==> config.mk <==
export PLATFORM = sky130hd
export DESIGN_NAME = rtp_nack_loss_tracker
export DESIGN_NICKNAME = d
export VERILOG_FILES = /design/src/hw/rtl/rnlt_pkg.sv /design/src/hw/rtl/rnlt_core.sv /design/src/hw/rtl/rtp_nack_loss_tracker.sv
export VERILOG_INCLUDE_DIRS = /design/src /design/src/hw/rtl
export SDC_FILE = /design/constraint.sdc
export NUM_CORES = 2
export LEC_CHECK = 0
export BUFFER_PORTS_ARGS = -buffer_cell sky130_fd_sc_hd__buf_4
export CELL_PAD_IN_SITES_DETAIL_PLACEMENT = 0
export CELL_PAD_IN_SITES_GLOBAL_PLACEMENT = 1
export CORE_ASPECT_RATIO = 1.75
export CORE_UTILIZATION = 45
export CTS_CLUSTER_DIAMETER = 120
export DETAILED_ROUTE_END_ITERATION = 8
export GPL_TIMING_DRIVEN = 0
export HOLD_SLACK_MARGIN = 0.15
export PLACE_DENSITY_LB_ADDON = 0.1
export SLEW_MARGIN = 5
export SYNTH_ARGS = -nofsm -noshare
export SYNTH_HDL_FRONTEND = slang
export SYNTH_SLANG_ARGS = --single-unit
==> constraint.sdc <==
create_clock -name i_clk -period 7.98 [get_ports i_clk]
set_input_delay 0.798 -clock i_clk [delete_from_list [all_inputs] [get_ports i_clk]]
set_output_delay 0.798 -clock i_clk [all_outputs]
set_load 0.005 [all_outputs]
==> src/hw/rtl/assert_macros.svh <==
// Assertion macros used by the top-level RTL file.
`ifndef ASSERT_MACROS_SVH
`define ASSERT_MACROS_SVH

// Same-cycle implication, checked out of reset.
`define ASSERT_IMPLIES(label, clk, rst_n, ante, cons) \
    label: assert property (@(posedge clk) disable iff (!(rst_n)) (ante) |-> (cons)) \
        else $error("implication check failed");

// Next-cycle implication, checked out of reset.
`define ASSERT_NEXT(label, clk, rst_n, ante, cons) \
    label: assert property (@(posedge clk) disable iff (!(rst_n)) (ante) |=> (cons)) \
        else $error("next-cycle check failed");

`endif

==> src/hw/rtl/rnlt_pkg.sv <==
// Shared types and constants of the RTP loss tracker.
`timescale 1ns / 1ps
package rnlt_pkg;

    localparam int DefaultDepth = 64;
    localparam int MaxLossGap   = 15;
    localparam int GapW         = 4;
    localparam int SeqW         = 16;
    localparam int TimeW        = 32;
    localparam int FrameW       = 10;
    localparam int WaitW        = 16;
    localparam int BlpW         = 14;

    localparam logic OP_CHECK   = 1'b0;
    localparam logic OP_RELEASE = 1'b1;

    localparam logic CFG_FRAME_INTERVAL = 1'b0;
    localparam logic CFG_RESPONSE_WAIT  = 1'b1;

    localparam logic [1:0] STAGE_NONE   = 2'd0;
    localparam logic [1:0] STAGE_FIRST  = 2'd1;
    localparam logic [1:0] STAGE_SECOND = 2'd2;
    localparam logic [1:0] STAGE_PLI    = 2'd3;

    typedef struct packed {
        logic            op;
        logic [SeqW-1:0] seq_num;
        logic [SeqW-1:0] prev_seq_num;
        logic [TimeW-1:0] now_ms;
    } t_req;

    typedef struct packed {
        logic            nack_valid;
        logic [SeqW-1:0] nack_pid;
        logic [BlpW-1:0] nack_blp;
        logic [GapW-1:0] second_nack_count;
        logic            pli_request;
        logic            table_full;
    } t_res;

    typedef struct packed {
        logic [SeqW-1:0]  seq;
        logic [TimeW-1:0] req_ms;
        logic [1:0]       stage;
    } t_entry;

endpackage

==> src/hw/rtl/rnlt_core.sv <==
// Loss table engine: table memory, sweep, insert and result build.
`timescale 1ns / 1ps
module rnlt_core #(
    parameter int Depth = rnlt_pkg::DefaultDepth
) (
    input  logic                          i_clk,
    input  logic                          i_rst_n,
    input  logic                          i_start,
    input  rnlt_pkg::t_req                i_req,
    input  logic [rnlt_pkg::FrameW-1:0]   i_frame_interval,
    input  logic [rnlt_pkg::WaitW-1:0]    i_response_wait,
    input  logic                          i_res_ready,
    output logic                          o_done,
    output rnlt_pkg::t_res                o_res
);
    localparam int AW = $clog2(Depth);
    localparam int NG = rnlt_pkg::MaxLossGap;
    localparam int GW = rnlt_pkg::GapW;
    localparam int SW = rnlt_pkg::SeqW;
    localparam int TW = rnlt_pkg::TimeW;
    localparam int BlpW_L = rnlt_pkg::BlpW + 1;

    typedef enum logic [1:0] {S_IDLE, S_SWEEP, S_INSERT, S_FINISH} t_state;

    t_state               r_state;
    rnlt_pkg::t_req       r_req;
    logic [SW-1:0]        r_pid;
    logic [GW-1:0]        r_gap;
    logic [AW:0]          r_idx;
    logic                 r_rd_vld;
    logic [AW-1:0]        r_rd_addr;
    logic [Depth-1:0]     r_valid;
    logic [NG-1:0]        r_hit;
    logic [AW-1:0]        r_flist [NG];
    logic [GW-1:0]        r_fcnt;
    logic [GW-1:0]        r_fuse;
    logic [GW-1:0]        r_k;
    logic [GW-1:0]        r_nack;
    logic [GW-1:0]        r_second;
    logic                 r_pli;
    logic                 r_pli_v;
    logic [GW-1:0]        r_pli_off;
    logic                 r_full;
    rnlt_pkg::t_entry     r_mem [Depth];
    rnlt_pkg::t_entry     r_rdata;

    logic                 w_we;
    logic [AW-1:0]        w_waddr;
    rnlt_pkg::t_entry     w_wdata;
    logic                 w_ev;
    logic [SW-1:0]        w_off;
    logic [TW-1:0]        w_age;
    logic                 w_drop, w_hit, w_free, w_nack_inc, w_sec_inc;
    logic                 w_pli_set, w_pli_rec, w_ins, w_miss_full;
    logic [SW-1:0]        w_start_pid, w_start_diff;
    logic [SW-1:0]        w_pli_seq, w_pid_fin;
    logic [BlpW_L-1:0]    w_blp_wide;

    // Table memory: one write port, registered read.
    always_ff @(posedge i_clk) begin
        if (w_we) begin
            r_mem[w_waddr] <= w_wdata;
        end
        r_rdata <= r_mem[r_idx[AW-1:0]];
    end

    assign w_start_pid  = i_req.prev_seq_num + SW'(1);
    assign w_start_diff = i_req.seq_num - w_start_pid;

    assign w_ev  = r_valid[r_rd_addr];
    assign w_off = r_rdata.seq - r_pid;
    assign w_age = r_req.now_ms - r_rdata.req_ms;

    always_comb begin
        w_we        = 1'b0;
        w_waddr     = r_rd_addr;
        w_wdata     = r_rdata;
        w_drop      = 1'b0;
        w_hit       = 1'b0;
        w_free      = 1'b0;
        w_nack_inc  = 1'b0;
        w_sec_inc   = 1'b0;
        w_pli_set   = 1'b0;
        w_pli_rec   = 1'b0;
        w_ins       = 1'b0;
        w_miss_full = 1'b0;
        if (r_state == S_SWEEP && r_rd_vld) begin
            if (r_req.op == rnlt_pkg::OP_RELEASE) begin
                w_drop = w_ev && (r_rdata.seq <= r_req.seq_num);
            end else begin
                if (w_ev && r_rdata.seq == r_req.seq_num) begin
                    w_drop = 1'b1;
                end else if (w_ev && w_off < SW'(r_gap)) begin
                    w_hit = 1'b1;
                    if (r_rdata.stage == rnlt_pkg::STAGE_NONE) begin
                        if (w_age >= TW'(i_frame_interval)) begin
                            w_we           = 1'b1;
                            w_wdata.req_ms = r_req.now_ms;
                            w_wdata.stage  = rnlt_pkg::STAGE_FIRST;
                            w_nack_inc     = 1'b1;
                        end
                    end else if (w_age >= TW'(i_response_wait)) begin
                        w_we           = 1'b1;
                        w_wdata.req_ms = r_req.now_ms;
                        unique case (r_rdata.stage)
                            rnlt_pkg::STAGE_FIRST: begin
                                w_wdata.stage = rnlt_pkg::STAGE_SECOND;
                                w_sec_inc     = 1'b1;
                                w_nack_inc    = 1'b1;
                            end
                            rnlt_pkg::STAGE_SECOND: begin
                                w_wdata.stage = rnlt_pkg::STAGE_PLI;
                                w_pli_set     = 1'b1;
                                w_pli_rec     = 1'b1;
                            end
                            default: begin
                                w_pli_rec = 1'b1;
                            end
                        endcase
                    end
                end
                w_free = !w_ev || w_drop;
            end
        end
        if (r_state == S_INSERT && r_k < r_gap && !r_hit[r_k]) begin
            if (r_fuse < r_fcnt) begin
                w_we           = 1'b1;
                w_ins          = 1'b1;
                w_waddr        = r_flist[r_fuse];
                w_wdata.seq    = r_pid + SW'(r_k);
                w_wdata.req_ms = r_req.now_ms;
                w_wdata.stage  = rnlt_pkg::STAGE_NONE;
            end else begin
                w_miss_full = 1'b1;
            end
        end
    end

    // Result: move the PID past the highest PLI sequence met.
    assign w_pli_seq  = r_pid + SW'(r_pli_off);
    assign w_pid_fin  = (r_pli_v && w_pli_seq > r_pid) ? w_pli_seq + SW'(1) : r_pid;
    assign w_blp_wide = (BlpW_L'(1) << (r_nack - GW'(1))) - BlpW_L'(1);

    always_comb begin
        o_res = '0;
        o_res.second_nack_count = r_second;
        o_res.pli_request       = r_pli;
        o_res.table_full        = r_full;
        if (w_pid_fin != r_req.seq_num && r_nack != '0) begin
            o_res.nack_valid = 1'b1;
            o_res.nack_pid   = w_pid_fin;
            o_res.nack_blp   = w_blp_wide[rnlt_pkg::BlpW-1:0];
        end
    end

    assign o_done = (r_state == S_FINISH) && i_res_ready;

    always_ff @(posedge i_clk) begin
        if (!i_rst_n) begin
            r_state  <= S_IDLE;
            r_valid  <= '0;
            r_rd_vld <= 1'b0;
        end else begin
            unique case (r_state)
                S_IDLE: begin
                    if (i_start) begin
                        r_req     <= i_req;
                        r_pid     <= w_start_pid;
                        if (i_req.prev_seq_num == i_req.seq_num) begin
                            r_gap <= '0;
                        end else if (w_start_diff > SW'(NG)) begin
                            r_gap <= GW'(NG);
                        end else begin
                            r_gap <= w_start_diff[GW-1:0];
                        end
                        r_idx     <= '0;
                        r_rd_vld  <= 1'b0;
                        r_hit     <= '0;
                        r_fcnt    <= '0;
                        r_fuse    <= '0;
                        r_k       <= '0;
                        r_nack    <= '0;
                        r_second  <= '0;
                        r_pli     <= 1'b0;
                        r_pli_v   <= 1'b0;
                        r_pli_off <= '0;
                        r_full    <= 1'b0;
                        if (i_req.op == rnlt_pkg::OP_CHECK && i_response_wait == '0) begin
                            r_state <= S_FINISH;
                        end else begin
                            r_state <= S_SWEEP;
                        end
                    end
                end
                S_SWEEP: begin
                    if (r_idx < (AW+1)'(Depth)) begin
                        r_idx     <= r_idx + (AW+1)'(1);
                        r_rd_vld  <= 1'b1;
                        r_rd_addr <= r_idx[AW-1:0];
                    end else begin
                        r_rd_vld <= 1'b0;
                    end
                    if (r_rd_vld) begin
                        if (w_drop) begin
                            r_valid[r_rd_addr] <= 1'b0;
                        end
                        if (w_hit) begin
                            r_hit[w_off[GW-1:0]] <= 1'b1;
                        end
                        if (w_nack_inc) begin
                            r_nack <= r_nack + GW'(1);
                        end
                        if (w_sec_inc) begin
                            r_second <= r_second + GW'(1);
                        end
                        if (w_pli_set) begin
                            r_pli <= 1'b1;
                        end
                        if (w_pli_rec && (!r_pli_v || w_off[GW-1:0] > r_pli_off)) begin
                            r_pli_v   <= 1'b1;
                            r_pli_off <= w_off[GW-1:0];
                        end
                        if (w_free && r_fcnt < GW'(NG)) begin
                            r_flist[r_fcnt] <= r_rd_addr;
                            r_fcnt          <= r_fcnt + GW'(1);
                        end
                    end
                    if (r_idx == (AW+1)'(Depth) && !r_rd_vld) begin
                        r_state <= (r_req.op == rnlt_pkg::OP_RELEASE) ? S_FINISH : S_INSERT;
                    end
                end
                S_INSERT: begin
                    if (r_k == r_gap) begin
                        r_state <= S_FINISH;
                    end else begin
                        if (w_ins) begin
                            r_valid[r_flist[r_fuse]] <= 1'b1;
                            r_fuse                   <= r_fuse + GW'(1);
                        end
                        if (w_miss_full) begin
                            r_full <= 1'b1;
                        end
                        r_k <= r_k + GW'(1);
                    end
                end
                S_FINISH: begin
                    if (i_res_ready) begin
                        r_state <= S_IDLE;
                    end
                end
                default: r_state <= S_IDLE;
            endcase
        end
    end

endmodule

==> src/hw/rtl/rtp_nack_loss_tracker.sv <==
// Top level of the RTP loss tracker with NACK and PLI request generation.
`timescale 1ns / 1ps
`include "assert_macros.svh"
// The block keeps up to LostTableDepth lost RTP sequence numbers and for each
// check beat returns one result beat with a generic NACK (PID plus BLP mask),
// the count of second NACKs and a PLI flag; a release beat drops every entry
// at or below its sequence and returns an all-zero result. One beat is worked
// at a time. A check or release sweeps the whole table through its single
// memory port, one entry per cycle, and a check then adds the untracked
// sequence numbers of its gap (gap at most 15); a check with response_wait_ms
// at 0 skips the table and returns an all-zero result. The finished result
// sits in an output register, so the next input beat is taken while it
// waits. Write configuration only while idle; the table needs no clearing
// pass after reset.
module rtp_nack_loss_tracker #(
    parameter int LostTableDepth = rnlt_pkg::DefaultDepth
) (
    input  logic                          i_clk,
    input  logic                          i_rst_n,
    // input channel
    input  logic                          i_valid,
    output logic                          o_stall,
    input  logic                          i_operation,
    input  logic [rnlt_pkg::SeqW-1:0]     i_seq_num,
    input  logic [rnlt_pkg::SeqW-1:0]     i_prev_seq_num,
    input  logic [rnlt_pkg::TimeW-1:0]    i_now_ms,
    // result channel
    output logic                          o_valid,
    input  logic                          i_stall,
    output logic                          o_nack_valid,
    output logic [rnlt_pkg::SeqW-1:0]     o_nack_pid,
    output logic [rnlt_pkg::BlpW-1:0]     o_nack_blp,
    output logic [rnlt_pkg::GapW-1:0]     o_second_nack_count,
    output logic                          o_pli_request,
    output logic                          o_table_full,
    // configuration write channel
    input  logic                          i_cfg_valid,
    output logic                          o_cfg_ready,
    input  logic                          i_cfg_index,
    input  logic [rnlt_pkg::WaitW-1:0]    i_cfg_data
);
    logic                              r_busy;
    logic                              r_o_valid;
    rnlt_pkg::t_res                    r_res;
    logic [rnlt_pkg::FrameW-1:0]       r_frame_interval;
    logic [rnlt_pkg::WaitW-1:0]        r_response_wait;

    logic                              w_in_acc;
    logic                              w_res_ready;
    logic                              w_done;
    rnlt_pkg::t_req                    w_req;
    rnlt_pkg::t_res                    w_res;

    // Hold off new beats while one is in the table engine.
    assign o_stall     = r_busy;
    assign w_in_acc    = i_valid && !r_busy;
    assign o_cfg_ready = 1'b1;

    // The output register is free when empty or being drained this cycle.
    assign w_res_ready = !r_o_valid || !i_stall;

    assign w_req.op           = i_operation;
    assign w_req.seq_num      = i_seq_num;
    assign w_req.prev_seq_num = i_prev_seq_num;
    assign w_req.now_ms       = i_now_ms;

    rnlt_core #(
        .Depth(LostTableDepth)
    ) u_core (
        .i_clk           (i_clk),
        .i_rst_n         (i_rst_n),
        .i_start         (w_in_acc),
        .i_req           (w_req),
        .i_frame_interval(r_frame_interval),
        .i_response_wait (r_response_wait),
        .i_res_ready     (w_res_ready),
        .o_done          (w_done),
        .o_res           (w_res)
    );

    always_ff @(posedge i_clk) begin
        if (!i_rst_n) begin
            r_busy           <= 1'b0;
            r_o_valid        <= 1'b0;
            r_res            <= '0;
            r_frame_interval <= rnlt_pkg::FrameW'(66);
            r_response_wait  <= '0;
        end else begin
            // Track the beat in flight.
            if (w_in_acc) begin
                r_busy <= 1'b1;
            end else if (w_done) begin
                r_busy <= 1'b0;
            end
            // Load a finished result, or drop the one just taken.
            if (w_done) begin
                r_o_valid <= 1'b1;
                r_res     <= w_res;
            end else if (!i_stall) begin
                r_o_valid <= 1'b0;
            end
            if (i_cfg_valid) begin
                if (i_cfg_index == rnlt_pkg::CFG_FRAME_INTERVAL) begin
                    r_frame_interval <= i_cfg_data[rnlt_pkg::FrameW-1:0];
                end else begin
                    r_response_wait <= i_cfg_data;
                end
            end
        end
    end

    assign o_valid             = r_o_valid;
    assign o_nack_valid        = r_res.nack_valid;
    assign o_nack_pid          = r_res.nack_pid;
    assign o_nack_blp          = r_res.nack_blp;
    assign o_second_nack_count = r_res.second_nack_count;
    assign o_pli_request       = r_res.pli_request;
    assign o_table_full        = r_res.table_full;

    `ASSERT_NEXT(a_accept_sets_busy, i_clk, i_rst_n, w_in_acc, r_busy)
    `ASSERT_IMPLIES(a_done_only_busy, i_clk, i_rst_n, w_done, r_busy)
    `ASSERT_NEXT(a_done_loads_output, i_clk, i_rst_n, w_done, r_o_valid)
    `ASSERT_IMPLIES(a_blp_needs_nack, i_clk, i_rst_n, o_nack_blp != '0, o_nack_valid)

endmodule

# [After elaboration in Yosys (flattened, before gate mapping)]
# Memory sizes are Yosys's and may differ from the RTL's. A register that Yosys moved wholly into a read port is not among the register bits.
# Index checks and enable logic that the tools add are counted.
[totals] regBits=256 latchBits=0 ramBits=3290 mem_bits_ro=0 in_bits=87 output_inout_bits=40 wordCells=287 mem_count=2
[memory_table] memory="u_core.r_mem" depth=64 word_bits=50 rd=1 rd_clocked_by_memory_dff=1 wr=1 line="rnlt_core.sv:44" rtl="rnlt_pkg::t_entry r_mem [Depth];"
[memory_table] memory="u_core.r_flist" depth=15 word_bits=6 rd=1 rd_clocked_by_memory_dff=1 wr=1 line="rnlt_core.sv:34" rtl="logic [AW-1:0] r_flist [NG];"
[classes] add_sub_neg=15 multipliers=0 n_div=0 order_cmp=18 n_eq_ne=27 n_shift=1 muxes=136 n_bitwise=6 reduce_logical=52
[ops] op="two-way mux 64 bit" n=4
[ops] op="two-way mux 34 bit" n=7
[ops] op="one-hot mux 64 bit (2 select lines)" n=1
[ops] op="two-way mux 50 bit" n=2
[ops] op="two-way mux 1 bit" n=75
[ops] op="bitwise AND 64 bit" n=1
[ops] op="inverter 64 bit" n=1
[ops] op="OR 64 bit" n=1
[ops] op="two-way mux 4 bit" n=14
[ops] op="one-hot mux 4 bit (2 select lines)" n=6
[ops] op="two-way mux 15 bit" n=3
[ops] op="AND reduction 5 bit" n=9
[ops] op="adder 16 x 1 -> 16 bit, second input constant" n=2
[ops] op="adder 16 x 4 -> 16 bit" n=2
[ops] op="equality test 16 bit" n=2
[ops] op="greater-or-equal comparator 32 x 10 -> 1 bit" n=1
[ops] op="greater-or-equal comparator 32 x 16 -> 1 bit" n=1
[ops] op="subtractor 16 bit" n=2
[ops] op="subtractor 32 bit" n=1
[ops] op="two-way mux 31 bit" n=1
[ops] op="one-hot mux 15 bit (2 select lines)" n=1
[ops] op="inequality test 2 x 1 -> 1 bit, second input constant" n=11
[ops] op="adder 4 x 1 -> 4 bit, second input constant" n=5
[ops] op="logical AND 1 bit" n=17
[ops] op="other kinds (45)" n=85

# [Depth between registers and ports, before layout]
[depth] depth_word=15 depth_mapped=23 mapped_depth_nobuf=21

# [By module]
# A second synthesis with hierarchy kept.
[hier_totals] cells_unflattened=6990 area_unflattened_um2=145176.7
[by_module_without_submodules] mod="rnlt_core" n_inst=1 cells_each=6752 area_per_inst_um2=142674.3 seq_area_each_um2=104940.6
[by_module_without_submodules] mod="rtp_nack_loss_tracker" n_inst=1 cells_each=238 area_per_inst_um2=2502.4 seq_area_each_um2=1301.2

# [Worst setup path before layout]
# OpenSTA, ideal clock, no wires.
[synth_path] path_kind="reg2reg" startpoint="reg u_core.r_pid[0]" endpoint="mem u_core.r_mem[0][0] (netlist name) (data pin)" setup_time_ns=0.681 arrival_ns=6.255 required_time_ns=7.299 setup_slack_ns=1.045 stages_incl_launch_ff=17 n_path_buf=1 period_less_slack_ns=6.935 path_cell_list="edfxtp_1 ha_1 inv_1 fa_1 xnor2_1 inv_1 ha_1 o21a_1 o21a_1 nor4_1 nand4_1 or4_1 or4b_1 clkbuf_1 nor2_1 o21ai_0 nor3_1"
[synth_rtl] element="from (decl)" line="rnlt_core.sv:27" rtl="logic [SW-1:0] r_pid;"
[synth_rtl] element="from (signal assigned)" line="rnlt_core.sv:168" rtl="r_pid <= w_start_pid;"
[synth_rtl] element="to (decl)" line="rnlt_core.sv:44"

# [Worst setup path after layout]
[layout_path] startpoint="reg u_core.r_rd_addr[0]" endpoint="mem u_core.r_mem[0][32] (netlist name) (enable)"
[layout_via] elab_chain_cells=11 word_cells_on_any_way=14 cone_classes="mux: 12; reduce/logical: 2"
[layout_rtl] element="from (decl)" line="rnlt_core.sv:31" rtl="logic [AW-1:0] r_rd_addr;"
[layout_rtl] element="from (signal assigned)" line="rnlt_core.sv:199" rtl="r_rd_addr <= r_idx[AW-1:0];"
[layout_rtl] element="binary-select mux 1 bit (select 6 bit)" line="rnlt_core.sv:70" rtl="assign w_ev = r_valid[r_rd_addr];"
[layout_rtl] element="two-way mux 1 bit (not written as such)" line="rnlt_core.sv:70"
[layout_rtl] element="logical AND 1 bit" line="rnlt_core.sv:93" rtl="end else if (w_ev && w_off < SW'(r_gap)) begin"
[layout_rtl] element="two-way mux 1 bit" line="rnlt_core.sv:93"
[layout_rtl] element="two-way mux 1 bit" line="rnlt_core.sv:91" rtl="if (w_ev && r_rdata.seq == r_req.seq_num) begin"
[layout_rtl] element="two-way mux 1 bit" line="rnlt_core.sv:88" rtl="if (r_req.op == rnlt_pkg::OP_RELEASE) begin"
[layout_rtl] element="two-way mux 1 bit" line="rnlt_core.sv:87" rtl="if (r_state == S_SWEEP && r_rd_vld) begin"
[layout_rtl] element="two-way mux 1 bit" line="rnlt_core.sv:126" rtl="if (r_fuse < r_fcnt) begin"
[layout_rtl] element="two-way mux 1 bit" line="rnlt_core.sv:125" rtl="if (r_state == S_INSERT && r_k < r_gap && !r_hit[r_k]) begin"
[layout_rtl] element="two-way mux 1 bit" line="rnlt_core.sv:61" rtl="if (w_we) begin"
[layout_rtl] element="two-way mux 1 bit (not written as such)" line="rnlt_core.sv:62" rtl="r_mem[w_waddr] <= w_wdata;"
# Several ways; a longest one is shown, not always the timed one. The select of a mux whose other input is x is not followed.

==> metrics.md <==
| Metric | Value |
|---|---|
| DR vias | 82700 |
| Critical Path AT | ~8.5 ns |
| Die area | 0.328 sq mm |
| Area occupied by multi-input gates | about 0.039 sq mm |
| Worst path slowest cell | a21oi_4 |
| Num CTS Buffers | 331 |
| Grt ovf | 0 |
| I/O pin cnt | 127 |
| Period Utilization, post-route | 98.7% |
| CTS tree | built |
| Int Power | a little under 40 mW |
| Worst Path Required | approximately 8.6 ns |
| Max incr delay on CP | around 0.96 ns |
| Final setup fails | 0 |
| Share of the synthesized area in the top cell type | 69.9% |
| DRC viols | 0 |
| Asr flop ratio synth | 0% |
| Status | finished, violations left |
| Mean Syn Cell Area | 19.0 sq um |
| R2R depth | 18 |
| Final WS setup | 0.108 ns |
| Post-synth EDFFs | about 3400 |
| Worst Hold Path Cells | 2 |
| Global-route wire length before repair | 684 mm |
| Slew Limit Fails | 7 |
| Fin. Hold Viols | 0 |
| Tmin final | 7.87 ns |
| Sequential power share | 41.6% |
| Cell mode on critical path | clkbuf_1 |
| Post-DP HPWL | about 380 mm |
| Leakage | about 55 nW |
| Core Area | 0.325 sq mm |
| FF-to-FF End | u_core.r_mem[0][32]$_DFFE_PP_ |
| Worst-case clock buffer depth | 4 |
| DRT antenna net count | 0 |
| Routed WL per cell | 38.2 um |
| Pin count of the biggest net entering global routing | just under 50 |
| Critical path class | flip-flop to flip-flop |
| Reg2reg setup slack | 0.11 ns |
| RR Startpoint | u_core.r_rd_addr[0]$_DFFE_PP_ |
| Post-route cell area | 0.172 sq mm |
| Die Height | 757 um |
| Starting Density | 45.2% |
| Top area cells in the synthesized netlist | edfxtp_1, mux4_2, dfxtp_1 |
| Setup slack at placement | -0.294 ns |
| Vias in the first global route | 83800 |
| Final nets | 8903 |
| Yosys cell types | 94 |
| Commonest cells in the netlist | edfxtp_1, mux4_2, nand2_1 |
| Worst-Skew Late Latency | 0.93 ns |
| Switching power | 20.0 mW |
| Mapped Cells | 7709 |
| Die X-Extent | 434 um |
| Hold crit path type | primary input to flip-flop |
| I/O Buffers | 125 |
| Slew at the pin closest to its max-slew limit | 1.65 ns |
| Syn_nets | ~8000 |
| Leading area contributor after synthesis | edfxtp_1 |
| H-tree Lvls | 5 |
| Top delay family on crit path | buffers and inverters |
| Overall Power | 59.1 mW |
| Hold path endpoint | u_core.r_pid[0]$_DFFE_PP_ |
| CP endpoint kind | flip-flop |
| Clock-pin slew of the registers on the worst-case setup and hold paths | 0.06 ns |
| Placed cell area | roughly 0.16 sq mm |
| Root Buffer | clkbuf_16 |
| Maxcap violations | 2 |
| PwrDens | 343 mW/mm^2 |
| GRT Util Overall | 30.8% |
| Syn-to-layout area delta | 17.3% |
| Synth warnings | 0 |
| Hold_sp | i_prev_seq_num[0] |
| Failing checks | max-capacitance violations, max-slew violations |
| Mapped cell area | ~0.15 sq mm |
| Fill cells | 25600 |
| Row Count | 277 |
| Max Fanout on Critical Path | 17 |
| Fmax | 127 MHz |
| Critical path depth | 18 |
| Sink Count | 3600 |
| Final Util | 53.0% |
| Max-slew headroom | -10.1% |
| Initial antenna violation count | 27 |
| Register bit total from synthesis | 3600 |
| Power share of the combinational group | 31.6% |
| Detailed Route WL | around 510 mm |
| Crit path buffers/inverters | 9 |
| Register Area | 0.106 sq mm |
| GP Congestion | 0.892 |
| Clock Power Share | 26.8% |
| Count leader, synth | edfxtp_1 |
| Vias per inst | ~6.2 |
| Worst VDD drop | around 0.22 mV |
| TritonRoute pass-1 iters | 8 |
| Share of layout cells above drive strength 1 | 24.4% |
| Seq/Total Area, Yosys | about 72% |
| CP startpoint kind | flip-flop |
| Setup Skew | 0.0606 ns |
| Main synth FF type | edfxtp_1 |
| Starting DRT DRC Count | 9017 |
| Critical-path cell list | clkbuf_1, clkbuf_1, clkbuf_1, o21ai_0, o211a_1, o22ai_1, nor4_2, buf_4, buf_4, or3_1, or4_1, nor4_2, buf_6, o311ai_2, clkdlybuf4s15_1, a21oi_4, buf_12, buf_12 |
| Switching share of power | 33.9% |
| RSZ-0062 raised after global routing | false |
per-layer routing:
metal / up-vias / wire (um) / global-route usage [%]
met2: 3564 / 271000 / 56.0
met5: - / 13 / 0
li1: 33700 / - / -
met3: 1075 / 28800 / 3.80
met4: 2 / 39200 / 20.2
met1: 44300 / 168000 / 33.4
registers in the layout (all words and copies together) (netlist names), 16 cells and up, named ones only:
signal,count
u_core.r_req,49
u_core.r_pid,16
o_nack_pid,16
u_core.r_mem,3200
u_core.r_rdata,50
r_response_wait,16
u_core.r_flist,90
u_core.r_valid,64
timing repair:
| action | 4_1_cts | 5_1_grt |
|---|---|---|
| setup endpoints to repair | 167 | 712 |
| setup buffers | 0 | 10 |
| hold buffers | 59 | 0 |
| pin swaps | 0 | 5 |
| resized for setup | 4 | 13 |
| endpoints found under the hold margin | 69 | 0 |
power groups by stage:
| stage | sequential, mW | clock, mW | combinational (mW) |
|---|---|---|---|
| floorplan | 25.3 | 0 | 9.65 |
| global placement | 26.1 | 0 | 16.6 |
| detailed placement | 25.0 | 0 | 18.5 |
| CTS | 24.6 | 16.0 | 18.6 |
| global route | 24.6 | 16.7 | 19.5 |
| finish | 24.6 | 15.8 | 18.7 |
worst max path at each step:
| stage | start | endpoint | slack, ns |
|---|---|---|---|
| final | u_core.r_rd_addr[0]$_DFFE_PP_ | u_core.r_mem[0][32]$_DFFE_PP_ | 0.11 |
| after detailed placement | u_core.r_req[12]$_DFFE_PP_ | u_core.r_mem[62][32]$_DFFE_PP_ | -0.29 |
| after global routing | u_core.r_rd_addr[0]$_DFFE_PP_ | u_core.r_mem[0][36]$_DFFE_PP_ | 0.002 |
| after CTS | u_core.r_req[12]$_DFFE_PP_ | u_core.r_mem[44][43]$_DFFE_PP_ | -0.0009 |
| after global placement | u_core.r_rd_addr[0]$_DFFE_PP_ | u_core.r_mem[63][34]$_DFFE_PP_ | -8.31 |
| after floorplan | u_core.r_pid[0]$_DFFE_PP_ | u_core.r_mem[0][0]$_DFFE_PP_ | 1.04 |
cells by family (layout without fill, tap and decap cells):
| kind of cell | Yosys count | count (layout) | share of synthesized area, % |
|---|---|---|---|
| muxes | 1143 | 1143 | 15.8 |
| DFF | 3600 | 3600 | 72.4 |
| other | 1 | 27 | 0.00256 |
| and+or+nand+nor | 987 | 987 | 3.36 |
| buffers and inverters | 623 | 1832 | 1.62 |
| adders and majority gates | 162 | 162 | 1.41 |
| AOI/OAI and AO/OA | 1067 | 1067 | 4.69 |
| xor gates and xnor gates | 126 | 126 | 0.762 |
through the flow:
stage / hold slack [ns] / setup TNS [ns] / cells
2_1_floorplan: 0.424 / 0 / 7709
3_3_place_gp: 0.439 / - / 12200
3_5_place_dp: 0.444 / -11.39 / 12600
4_1_cts: 0.158 / -0.00223 / 13200
5_1_grt: 0.191 / 0 / 13300
6_report: 0.218 / 0 / 13300
cells in the final DEF (no fill, tap or decap), types with 40 or more instances in the layout:
cell type,count
o211ai_1,97
mux2i_1,194
and2_1,41
dlygate4sd3_1,59
o22ai_1,66
buf_16,59
o221ai_1,92
nor2b_1,52
buf_1,67
nand3_1,62
dfxtp_1,186
xnor2_1,80
ha_1,157
a21oi_1,251
nor4_1,51
clkbuf_2,48
nor3_1,44
edfxtp_1,3414
clkinv_2,57
clkbuf_1,345
or3_1,67
clkinv_1,62
nor2_1,170
nand2_1,331
buf_2,40
a21oi_4,65
buf_12,185
mux4_2,931
clkbuf_16,338
o21ai_0,197
inv_1,188
xor2_1,45
buf_4,270
buf_6,41
area by class of cell:
| type | instances | area share (%) |
|---|---|---|
| Sequential cell | 3600 | 61.7 |
| Multi-Input combinational cell | 3486 | 22.7 |
| Clock buffer | 420 | 5.16 |
| Timing Repair Buffer | 612 | 4.88 |
| Tap cell | 4324 | 3.14 |
| Buffer | 434 | 1.02 |
| Clock inverter | 177 | 0.916 |
| Inverter | 189 | 0.412 |
| Antenna cell | 26 | 0.0378 |
No activity file was read; power rests on OpenSTA's default activity.
